[src/hw/rtl/rle_hamming_limit_check_assert.svh]
// assertion macros for the rle hamming limit check rtl
`ifndef RLE_HAMMING_LIMIT_CHECK_ASSERT_SVH
`define RLE_HAMMING_LIMIT_CHECK_ASSERT_SVH

`ifndef SYNTH
// clocked check, masked while reset is high
`define RLEHD_ASSERT(lbl, prop, msg) \
   lbl: assert property (@(posedge clock) disable iff (reset) prop) else $error(msg);
// clocked check that also holds through reset
`define RLEHD_ASSERT_ALWAYS(lbl, prop, msg) \
   lbl: assert property (@(posedge clock) prop) else $error(msg);
`else
`define RLEHD_ASSERT(lbl, prop, msg)
`define RLEHD_ASSERT_ALWAYS(lbl, prop, msg)
`endif

`endif

[src/hw/rtl/rlehd_pkg.sv]
`timescale 1ns / 1ps
`default_nettype none

package rlehd_pkg;

   localparam int SYMBOL_W = 8;
   localparam int LENGTH_W = 16;
   localparam int COUNT_W  = 26;

   // saturation value of the mismatch count
   localparam logic [COUNT_W-1:0] COUNT_MAX = {COUNT_W{1'b1}};

   // one stored run: symbol over length
   typedef struct packed {
      logic [SYMBOL_W-1:0] symbol;
      logic [LENGTH_W-1:0] length;
   } rlehd_run_type;

endpackage

`default_nettype wire

[src/hw/rtl/rlehd_merge_walk.sv]
`timescale 1ns / 1ps
`default_nettype none

module rlehd_merge_walk #(
   parameter int MAX_RUNS = 1024,
   localparam int AddrW = $clog2(MAX_RUNS),
   localparam int CntW  = $clog2(MAX_RUNS + 1)
) (
   input  wire logic                          clock,
   input  wire logic                          reset,
   input  wire logic                          launch,
   input  wire logic [CntW-1:0]               first_total,
   input  wire logic [CntW-1:0]               second_total,
   input  wire rlehd_pkg::rlehd_run_type      rd_first,
   input  wire rlehd_pkg::rlehd_run_type      rd_second,
   input  wire logic [rlehd_pkg::COUNT_W-1:0] mismatch_limit,
   output logic [AddrW-1:0]                   rd_addr_first,
   output logic [AddrW-1:0]                   rd_addr_second,
   output logic                               busy,
   output logic                               rsp_valid,
   output logic [rlehd_pkg::COUNT_W-1:0]      rsp_mismatches_seen,
   output logic                               rsp_within_limit
);
   import rlehd_pkg::*;

   localparam logic [1:0] ST_IDLE  = 2'd0;
   localparam logic [1:0] ST_PRIME = 2'd1;
   localparam logic [1:0] ST_WALK  = 2'd2;

   logic [1:0]          state_ff, state_in;
   logic [CntW-1:0]     idx1_ff, idx1_in, idx2_ff, idx2_in;
   logic [CntW-1:0]     total1_ff, total1_in, total2_ff, total2_in;
   logic [LENGTH_W-1:0] rem1_ff, rem1_in, rem2_ff, rem2_in;
   logic                load1_ff, load1_in, load2_ff, load2_in;
   logic [COUNT_W-1:0]  delta_ff, delta_in;
   logic                rsp_valid_ff, rsp_valid_in;
   logic [COUNT_W-1:0]  rsp_count_ff, rsp_count_in;
   logic                rsp_within_ff, rsp_within_in;

   logic [LENGTH_W-1:0] rem1, rem2, overlap;
   logic [LENGTH_W:0]   diff, neg;
   logic [COUNT_W:0]    sum;
   logic [COUNT_W-1:0]  delta_next;
   logic                in_range;

   // shared step unit: one subtract decides order and overlap; it or its negation is the leftover
   always_comb begin
      rem1       = load1_ff ? rd_first.length : rem1_ff;
      rem2       = load2_ff ? rd_second.length : rem2_ff;
      diff       = {1'b0, rem1} - {1'b0, rem2};
      neg        = '0 - diff;
      overlap    = diff[LENGTH_W] ? rem1 : rem2;
      sum        = {1'b0, delta_ff} + (COUNT_W + 1)'(overlap);
      if (rd_first.symbol != rd_second.symbol) begin
         delta_next = sum[COUNT_W] ? COUNT_MAX : sum[COUNT_W-1:0];
      end else begin
         delta_next = delta_ff;
      end
      in_range   = (idx1_ff < total1_ff) && (idx2_ff < total2_ff);
   end

   // sequencer
   always_comb begin
      state_in      = state_ff;
      idx1_in       = idx1_ff;
      idx2_in       = idx2_ff;
      total1_in     = total1_ff;
      total2_in     = total2_ff;
      rem1_in       = rem1_ff;
      rem2_in       = rem2_ff;
      load1_in      = 1'b0;
      load2_in      = 1'b0;
      delta_in      = delta_ff;
      rsp_valid_in  = 1'b0;
      rsp_count_in  = rsp_count_ff;
      rsp_within_in = rsp_within_ff;
      case (state_ff)
         ST_IDLE: begin
            if (launch) begin
               state_in  = ST_PRIME;
               idx1_in   = '0;
               idx2_in   = '0;
               total1_in = first_total;
               total2_in = second_total;
               delta_in  = '0;
            end
         end
         ST_PRIME: begin
            // first entries of both lists come out of the memories now
            state_in = ST_WALK;
            load1_in = 1'b1;
            load2_in = 1'b1;
         end
         ST_WALK: begin
            if (!in_range) begin
               state_in      = ST_IDLE;
               rsp_valid_in  = 1'b1;
               rsp_count_in  = delta_ff;
               rsp_within_in = (delta_ff <= mismatch_limit);
            end else begin
               delta_in = delta_next;
               if (diff[LENGTH_W]) begin
                  // second run is longer: first list moves on
                  rem2_in  = neg[LENGTH_W-1:0];
                  idx1_in  = idx1_ff + 1'b1;
                  load1_in = 1'b1;
               end else if (diff != '0) begin
                  // first run is longer: second list moves on
                  rem1_in  = diff[LENGTH_W-1:0];
                  idx2_in  = idx2_ff + 1'b1;
                  load2_in = 1'b1;
               end else begin
                  idx1_in  = idx1_ff + 1'b1;
                  idx2_in  = idx2_ff + 1'b1;
                  load1_in = 1'b1;
                  load2_in = 1'b1;
               end
               if (delta_next >= mismatch_limit) begin
                  state_in      = ST_IDLE;
                  rsp_valid_in  = 1'b1;
                  rsp_count_in  = delta_next;
                  rsp_within_in = (delta_next <= mismatch_limit);
               end
            end
         end
         default: begin
            state_in = ST_IDLE;
         end
      endcase
   end

   // read addresses follow the next indexes so data lines up with the step
   assign rd_addr_first  = idx1_in[AddrW-1:0];
   assign rd_addr_second = idx2_in[AddrW-1:0];

   // control state
   always_ff @(posedge clock) begin
      if (reset) begin
         state_ff     <= ST_IDLE;
         rsp_valid_ff <= 1'b0;
         load1_ff     <= 1'b0;
         load2_ff     <= 1'b0;
      end else begin
         state_ff     <= state_in;
         rsp_valid_ff <= rsp_valid_in;
         load1_ff     <= load1_in;
         load2_ff     <= load2_in;
      end
   end

   // walk datapath
   always_ff @(posedge clock) begin
      idx1_ff       <= idx1_in;
      idx2_ff       <= idx2_in;
      total1_ff     <= total1_in;
      total2_ff     <= total2_in;
      rem1_ff       <= rem1_in;
      rem2_ff       <= rem2_in;
      delta_ff      <= delta_in;
      rsp_count_ff  <= rsp_count_in;
      rsp_within_ff <= rsp_within_in;
   end

   assign busy                = (state_ff != ST_IDLE);
   assign rsp_valid           = rsp_valid_ff;
   assign rsp_mismatches_seen = rsp_count_ff;
   assign rsp_within_limit    = rsp_within_ff;

`include "rle_hamming_limit_check_assert.svh"

   `RLEHD_ASSERT_ALWAYS(a_rsp_single, rsp_valid |=> !rsp_valid, "result strobe held two cycles")
   `RLEHD_ASSERT(a_launch_idle, launch |-> (state_ff == ST_IDLE), "walk launched while busy")
   `RLEHD_ASSERT(a_idx_bound,
      (state_ff == ST_WALK) |-> (idx1_ff <= total1_ff && idx2_ff <= total2_ff),
      "walk index past list end")
   `RLEHD_ASSERT(a_count_grows,
      (state_ff == ST_WALK && $past(state_ff) == ST_WALK) |-> (delta_ff >= $past(delta_ff)),
      "mismatch count went down")

endmodule

`default_nettype wire

[config.mk]
export PLATFORM = sky130hd
export DESIGN_NAME = rlehd_merge_walk
export DESIGN_NICKNAME = d
export VERILOG_FILES = /design/src/hw/rtl/rlehd_pkg.sv /design/src/hw/rtl/rlehd_merge_walk.sv
export VERILOG_INCLUDE_DIRS = /design/src /design/src/hw/rtl
export SDC_FILE = /design/constraint.sdc
export NUM_CORES = 1
export LEC_CHECK = 0
export BUFFER_PORTS_ARGS = -buffer_cell sky130_fd_sc_hd__buf_4
export CORE_ASPECT_RATIO = 1.2
export CORE_MARGIN = 4
export CORE_UTILIZATION = 25
export CTS_CLUSTER_SIZE = 10
export DETAILED_ROUTE_END_ITERATION = 8
export PLACE_DENSITY_LB_ADDON = 0.2
export SLEW_MARGIN = 5
export SYNTH_ARGS = -nofsm -noshare
export SYNTH_HDL_FRONTEND = slang
export SYNTH_SLANG_ARGS = --single-unit
[constraint.sdc]
create_clock -name clock -period 9.6 [get_ports clock]
set_input_delay 0.48 -clock clock [delete_from_list [all_inputs] [get_ports clock]]
set_output_delay 0.48 -clock clock [all_outputs]
set_load 0.005 [all_outputs]
==> run metrics, run 1 <==
htree depth=4; worst setup margin=1.023 ns; Min Hold Slack=~0.22 ns; Critical Path RT=9.69 ns; dpl ws=between 1 and 1.5 ns; LEAKAGE=approximately 5.1 nW; switch share=33.00%; final wirelength=roughly 31000 µm; startpoint types=flop; Num CTS Buffers=17; P_int=0.001294 W; Synth-to-Final Area Change=21.89%; Tightest Pin Transition=1.219 ns; beginning of the worst hold path=first_total[1]; most common cell after layout, fill and taps aside=buf_4; largest net degree at the start of global routing=28; CTS tree=done; initial antenna violation count=0; Post-Route Setup TNS=0 ns; Worst Hold End=total1_ff[1]$_DFFE_PP_; sequential share of power=36.8%; Comb pwr share=28.7%; nets=about 1.4k; via density per instance=~4.7; Worst R2R Path Depth=31; clk sinks=134; later-pin clock latency in the skew report=0.44 ns; design area=12250 µm²; n_diodes=0; CTS clk-pin slew, worst paths=around 0.070 ns; global-route wire length before repair=~46000 µm; RSZ-0062 raised after global routing=no; status=completed; grt peak-use layer=met2; CP Class=flop to flop; placed insts=1661; setup repair bufs after CTS=0; #FFs+latches synth=134; Yosys cell types=between 70 and 80; setup violators final=0; vias in the first global route=7939; Max-Cap Viols=0; Crit-path slowest cell=dfxtp_1; fin crit period=between 8 and 9 ns; Max Clock Freq=between 0.1 and 0.15 GHz; critical path endpoint category=flop; Clock power frac=34.5%; cells after synthesis=~1.0k; Worst Clk Skew=around 0.015 ns; GR Overflow Total=0; Synth async-reset ratio=0%; root buf cell=clkbuf_16; I/O pin total=148; Pwr Density=between 150 and 200 nW/µm²; Switch Pwr=~0.00064 W; Crit Reg-Reg Startpoint=load2_ff$_SDFF_PP0_; reg2reg setup slack=1.02 ns; met1 usage=between 15 and 20%; hold crit path type=primary input to flop; CTS Buffer Depth=2; Post-synth top flop=edfxtp_1; Die ar.=43480 µm²; Hold Fails Final Rpt=0; sequential fraction of the synthesis area=about 38%; Slew headroom=18.72%; post-route ant nets=0; layout cells sized above 1=19.66%; grt met2 use=about 25%; Core ar.=39740 µm²; max-slew violations=0; CP max stage delay=0.73 ns; Ys Warns=0; DRT iter0 DRCs=508; Pre-antenna DRT Iters=5; Crit path arrival time=8.67 ns; final non-filler cell total=1693; die height=227.6 µm; period utilization=89.35%; CP max FO=27; r2r endpoint=rsp_mismatches_seen[5]$_DFFE_PP_; routing usage on met3=2.169%; Area after DPL=11670 µm²; placed wire-length estimate=23960 µm; Hold-fix buffers, CTS=0; Die Span X=191.0 µm; Layout fillers=approximately 4.2k; Synthesized Nets=around 1.2k; Syn Area/Cell=9.822 µm²; Post-Syn Area=10050 µm²; All-Layer GR Usage=13.92%; most frequent cells in the layout=buf_4, ha_1, edfxtp_1, inv_1, nand2_1; DRC errors left=0; number of synthesized flops with an enable pin=109; Vias=7924; Site Rows=80; GP Congestion=about 0.9; worst vdd ir=111.2 µV; port bufs=147; Hold Path Depth=1; post-cts sizing count=0; wire per inst=18.08 µm; Starting Density=25.29%
==> worst max-delay path by stage <==
stage | from | endpoint | slack (ns)
final | load2_ff$_SDFF_PP0_ | rsp_mismatches_seen[5]$_DFFE_PP_ | 1.02
after CTS | load2_ff$_SDFF_PP0_ | rsp_mismatches_seen[5]$_DFFE_PP_ | 0.98
after global placement | load2_ff$_SDFF_PP0_ | rsp_mismatches_seen[4]$_DFFE_PP_ | 1.17
after floorplan | load1_ff$_SDFF_PP0_ | rsp_mismatches_seen[0]$_DFFE_PP_ | 0.64
after global routing | load2_ff$_SDFF_PP0_ | rsp_mismatches_seen[3]$_DFFE_PP_ | 0.30
after detailed placement | load2_ff$_SDFF_PP0_ | rsp_mismatches_seen[5]$_DFFE_PP_ | 1.05
==> kinds of logic (layout without fill, tap and decap cells) <==
group | count (synthesis) | after routing | synth area share, %
buffers and inverters | 141 | 278 | 6.089
AO/OA/AOI/OAI | 228 | 228 | 14.97
AND/OR/NAND/NOR | 279 | 279 | 14.99
adder cells (fa/ha/maj) | 112 | 112 | 14.10
flip-flops | 134 | 134 | 37.55
XOR/XNOR | 63 | 63 | 5.491
multiplexers | 66 | 66 | 6.811
==> sequential cells by signal (all words and copies together), names as in the netlist <==
name / flops
rem2_ff: 16
total1_ff: 11
load1_ff: 1
total2_ff: 11
delta_ff: 26
idx2_ff: 11
rsp_mismatches_seen: 26
state_ff: 2
rem1_ff: 16
rsp_valid: 1
rsp_within_limit: 1
idx1_ff: 11
load2_ff: 1
==> synthesized netlist by cell type, types with 12 or more instances <==
master      n  share of area, %
edfxtp_1  109                33
and3_1     18               1.1
buf_4      20               1.5
ha_1      110                14
inv_1      88               3.3
nand3_1    17              0.85
o22a_1     13               1.1
nor3_1     19              0.95
mux2_2     19               2.1
xor2_1     24               2.1
nand2b_1   13              0.81
a31oi_1    12              0.75
dfxtp_1    25               5.0
xnor2_1    39               3.4
o21ai_1    16              0.80
o21ai_0    34               1.7
nor2_1     46               1.7
a21oi_1    63               3.1
and2_1     24               1.5
clkbuf_1   29               1.1
mux2i_1    47               4.7
nand2_1    64               2.4
nand4_1    18               1.1
o21a_1     14               1.0
a21o_1     30               2.2
==> worst max-delay path: cells and delay by family, from the launching register on <==
family | cells | cell delay (ns)
adder cells (fa/ha/maj) | 5 | 1.51
AO/OA/AOI/OAI | 13 | 3.62
XOR/XNOR | 1 | 0.19
buffers and inverters | 3 | 0.49
AND/OR/NAND/NOR | 8 | 1.35
flip-flops | 1 | 0.73
multiplexers | 1 | 0.29
==> metrics by stage <==
stage                     total power (W)  utilization [%]
after floorplan                  0.001096                -
after global placement           0.001280            29.36
after detailed placement         0.001282            29.36
after CTS                        0.001960            30.82
after global routing             0.002044            30.82
final                            0.001932            30.82
==> cell type report <==
type / instances / area [µm²] / share of cell area, %
sequential: 134 / 3774 / 30.81
timing repair buffer: 158 / 1186 / 9.684
multi-input combinational: 748 / 5712 / 46.63
clock buffer: 18 / 439.2 / 3.586
inverter: 88 / 330.3 / 2.697
clock inverter: 14 / 140.1 / 1.144
tap: 533 / 666.9 / 5.445
==> power groups by stage <==
stage / Combinational [W] / Clock [W] / Sequential, W
after floorplan: 0.000384 / 0 / 0.000713
after global placement: 0.000555 / 0 / 0.000725
after detailed placement: 0.000557 / 0 / 0.000725
after CTS: 0.000560 / 0.000688 / 0.000713
after global routing: 0.000620 / 0.000707 / 0.000717
final: 0.000554 / 0.000666 / 0.000712
==> routing by layer <==
| layer | share of wire (%) | wire (µm) | vias to the layer above |
|---|---|---|---|
| met1 | 45 | 13670 | 3757 |
| met2 | 50 | 15280 | 169 |
| met5 | 0 | 0 | - |
| met4 | 1.8 | 551 | 0 |
| met3 | 3.6 | 1103 | 27 |
| li1 | - | - | 3971 |
Power figures use the tool's default switching activity.
==> inputs of run 2 (changes only) <==
- CORE_MARGIN: 4 -> 2
- CTS_BUF_LIST: default -> sky130_fd_sc_hd__clkbuf_4 sky130_fd_sc_hd__clkbuf_8
==> run 2 against run 1 <==
Core utilization shrank 0.53 points; setup slack lost 0.24 ns; first-iteration DRC count shrank 19%; clock skew grew 0.0058 ns; final area shrank 1.7%; total power shrank 9.7%; register-to-register slack lost 0.24 ns; die area shrank 3.8%; worst hold slack lost 0.029 ns; sequential power is essentially flat; routed wire length shrank 3.3%; largest power group unchanged; non-clock buffer count shrank 1.
==> run metrics, run 2 (same netlist as run 1, synthesis figures left out) <==
Core ar.=39740 µm² (unchanged); CP Class=flop to flop (unchanged); vias in the first global route=8039 (was 7939); period utilization=91.88% (was 89.35%); Post-Route Setup TNS=0 ns (unchanged); Site Rows=80 (unchanged); placed insts=1660 (was 1661); CP max FO=26 (was 27); Pre-antenna DRT Iters=5 (unchanged); Crit-path slowest cell=a31oi_4 (was dfxtp_1); status=completed (unchanged); setup violators final=0 (unchanged); final wirelength=29600 µm (was 30610 µm); wire per inst=17.49 µm (was 18.08 µm); Switch Pwr=0.0006025 W (was 0.0006375 W); startpoint types=flop (unchanged); LEAKAGE=5.064 nW (was 5.147 nW); htree depth=4 (unchanged); Die Span X=187.0 µm (was 191.0 µm); RSZ-0062 raised after global routing=no (unchanged); hold crit path type=primary input to flop (unchanged); port bufs=147 (unchanged); nets=1357 (was 1358); Buf+Inv Stages, Crit Path=4 (was 3); most frequent cells in the layout=buf_4, ha_1, edfxtp_1, inv_1, nand2_1 (unchanged); worst vdd ir=86.90 µV (was 111.2 µV); post-cts sizing count=0 (unchanged); final non-filler cell total=1692 (was 1693); total power=0.001744 W (was 0.001932 W); Die ar.=41820 µm² (was 43480 µm²); initial antenna violation count=0 (unchanged); DRC errors left=0 (unchanged); CTS Buffer Depth=2 (unchanged); clk sinks=134 (unchanged); CTS tree=done (unchanged); n_diodes=0 (unchanged); GR Overflow Total=0 (unchanged); placed wire-length estimate=23060 µm (was 23960 µm); via density per instance=4.639 (was 4.680); fin crit period=8.821 ns (was 8.577 ns); die height=223.6 µm (was 227.6 µm); Pwr Density=144.9 nW/µm² (was 157.7 nW/µm²); Hold-fix buffers, CTS=0 (unchanged); max-slew violations=0 (unchanged); Num CTS Buffers=17 (unchanged); most common cell after layout, fill and taps aside=buf_4 (unchanged); Max Clock Freq=0.1134 GHz (was 0.1166 GHz); crit-path leading delay family=compound AO/OA/AOI/OAI gates (unchanged); Tightest Pin Transition=1.136 ns (was 1.219 ns); Critical Path RT=9.72 ns (was 9.69 ns); P_int=0.001141 W (was 0.001294 W); later-pin clock latency in the skew report=0.47 ns (was 0.44 ns); Vias=7850 (was 7924); CTS clk-pin slew, worst paths=0.10 ns (was 0.07 ns); post-route ant nets=0 (unchanged); Slew headroom=24.27% (was 18.72%); reg2reg setup slack=0.78 ns (was 1.02 ns); Max-Cap Viols=0 (unchanged); All-Layer GR Usage=14.25% (was 13.92%); sequential share of power=40.7% (was 36.8%); global-route wire length before repair=45800 µm (was 45950 µm); Layout fillers=4149 (was 4177); cell mode on critical path=a21oi_1; Clock power frac=27.2% (was 34.5%); largest net degree at the start of global routing=27 (was 28); GP Congestion=0.8240 (was 0.8983); Comb pwr share=32.1% (was 28.7%); I/O pin total=148 (unchanged); Crit path arrival time=8.94 ns (was 8.67 ns); layout cells sized above 1=19.59% (was 19.66%); CP max stage delay=0.68 ns (was 0.73 ns); Hold Fails Final Rpt=0 (unchanged); DRT iter0 DRCs=410 (was 508); switch share=34.55% (was 33.00%); Starting Density=25.29% (unchanged); Worst Clk Skew=0.02033 ns (was 0.01451 ns); critical path endpoint category=flop (unchanged); setup repair bufs after CTS=0 (unchanged); Synth-to-Final Area Change=19.79% (was 21.89%); root buf cell=clkbuf_8 (was clkbuf_16)
-- run 2: power by group through the flow --
stage                     Clock, W  Combinational (W)  Sequential (W)
after floorplan                  0           0.000384        0.000713
after global placement           0           0.000560        0.000724
after detailed placement         0           0.000562        0.000724
after CTS                 0.000496           0.000566        0.000710
after global routing      0.000516           0.000626        0.000715
final                     0.000474           0.000560        0.000710
-- run 2: final timing paths --
| kind | from | end | cells after the start |
|---|---|---|---|
| max | load1_ff$_SDFF_PP0_ | rsp_mismatches_seen[9]$_DFFE_PP_ | 32 |
| min | second_total[6] | total2_ff[6]$_DFFE_PP_ | 1 |
| min reg2reg | state_ff[1]$_SDFFE_PP0P_ | state_ff[1]$_SDFFE_PP0P_ | 2 |
| max reg2reg | load1_ff$_SDFF_PP0_ | rsp_mismatches_seen[9]$_DFFE_PP_ | 32 |
-- run 2: layout make-up --
| type | instances | area, µm² | share of cell area [%] |
|---|---|---|---|
| clock buffers | 19 | 255.2 | 2.121 |
| clock inverters | 13 | 120.1 | 0.9979 |
| inverters | 88 | 330.3 | 2.744 |
| multi-input cells | 748 | 5712 | 47.45 |
| flip-flops and latches | 134 | 3774 | 31.35 |
| well taps | 533 | 666.9 | 5.541 |
| repair buffers | 157 | 1179 | 9.792 |
-- run 2: stage by stage --
step / cell area [µm²] / worst slack, ns / hold slack (ns) / utilization (%)
2_1_floorplan: 10050 / 0.6360 / 0.4680 / -
3_3_place_gp: 11660 / 1.103 / 0.4872 / 29.35
3_5_place_dp: 11660 / 0.8880 / 0.5021 / 29.35
4_1_cts: 12040 / 0.8439 / 0.1401 / 30.29
5_1_grt: 12040 / 0.04902 / 0.1391 / 30.29
6_report: 12040 / 0.7795 / 0.1880 / 30.29
-- run 2: per-layer routing --
| layer | up-vias | part of all wire (%) | GRT usage, % |
|---|---|---|---|
| met4 | 0 | 1.7 | 4.301 |
| met5 | - | 0 | 0 |
| met3 | 23 | 3.2 | 2.303 |
| met1 | 3698 | 46 | 17.92 |
| met2 | 154 | 49 | 25.01 |
| li1 | 3975 | - | - |
-- run 2: worst register-to-register path: cells and delay by family, from the launching register on --
kind | cells | cell delay [ns]
simple gates | 7 | 1.61
compound gates | 16 | 4.06
flops | 1 | 0.61
fa+ha+maj | 4 | 1.11
mux | 1 | 0.25
buf+inv | 4 | 0.81
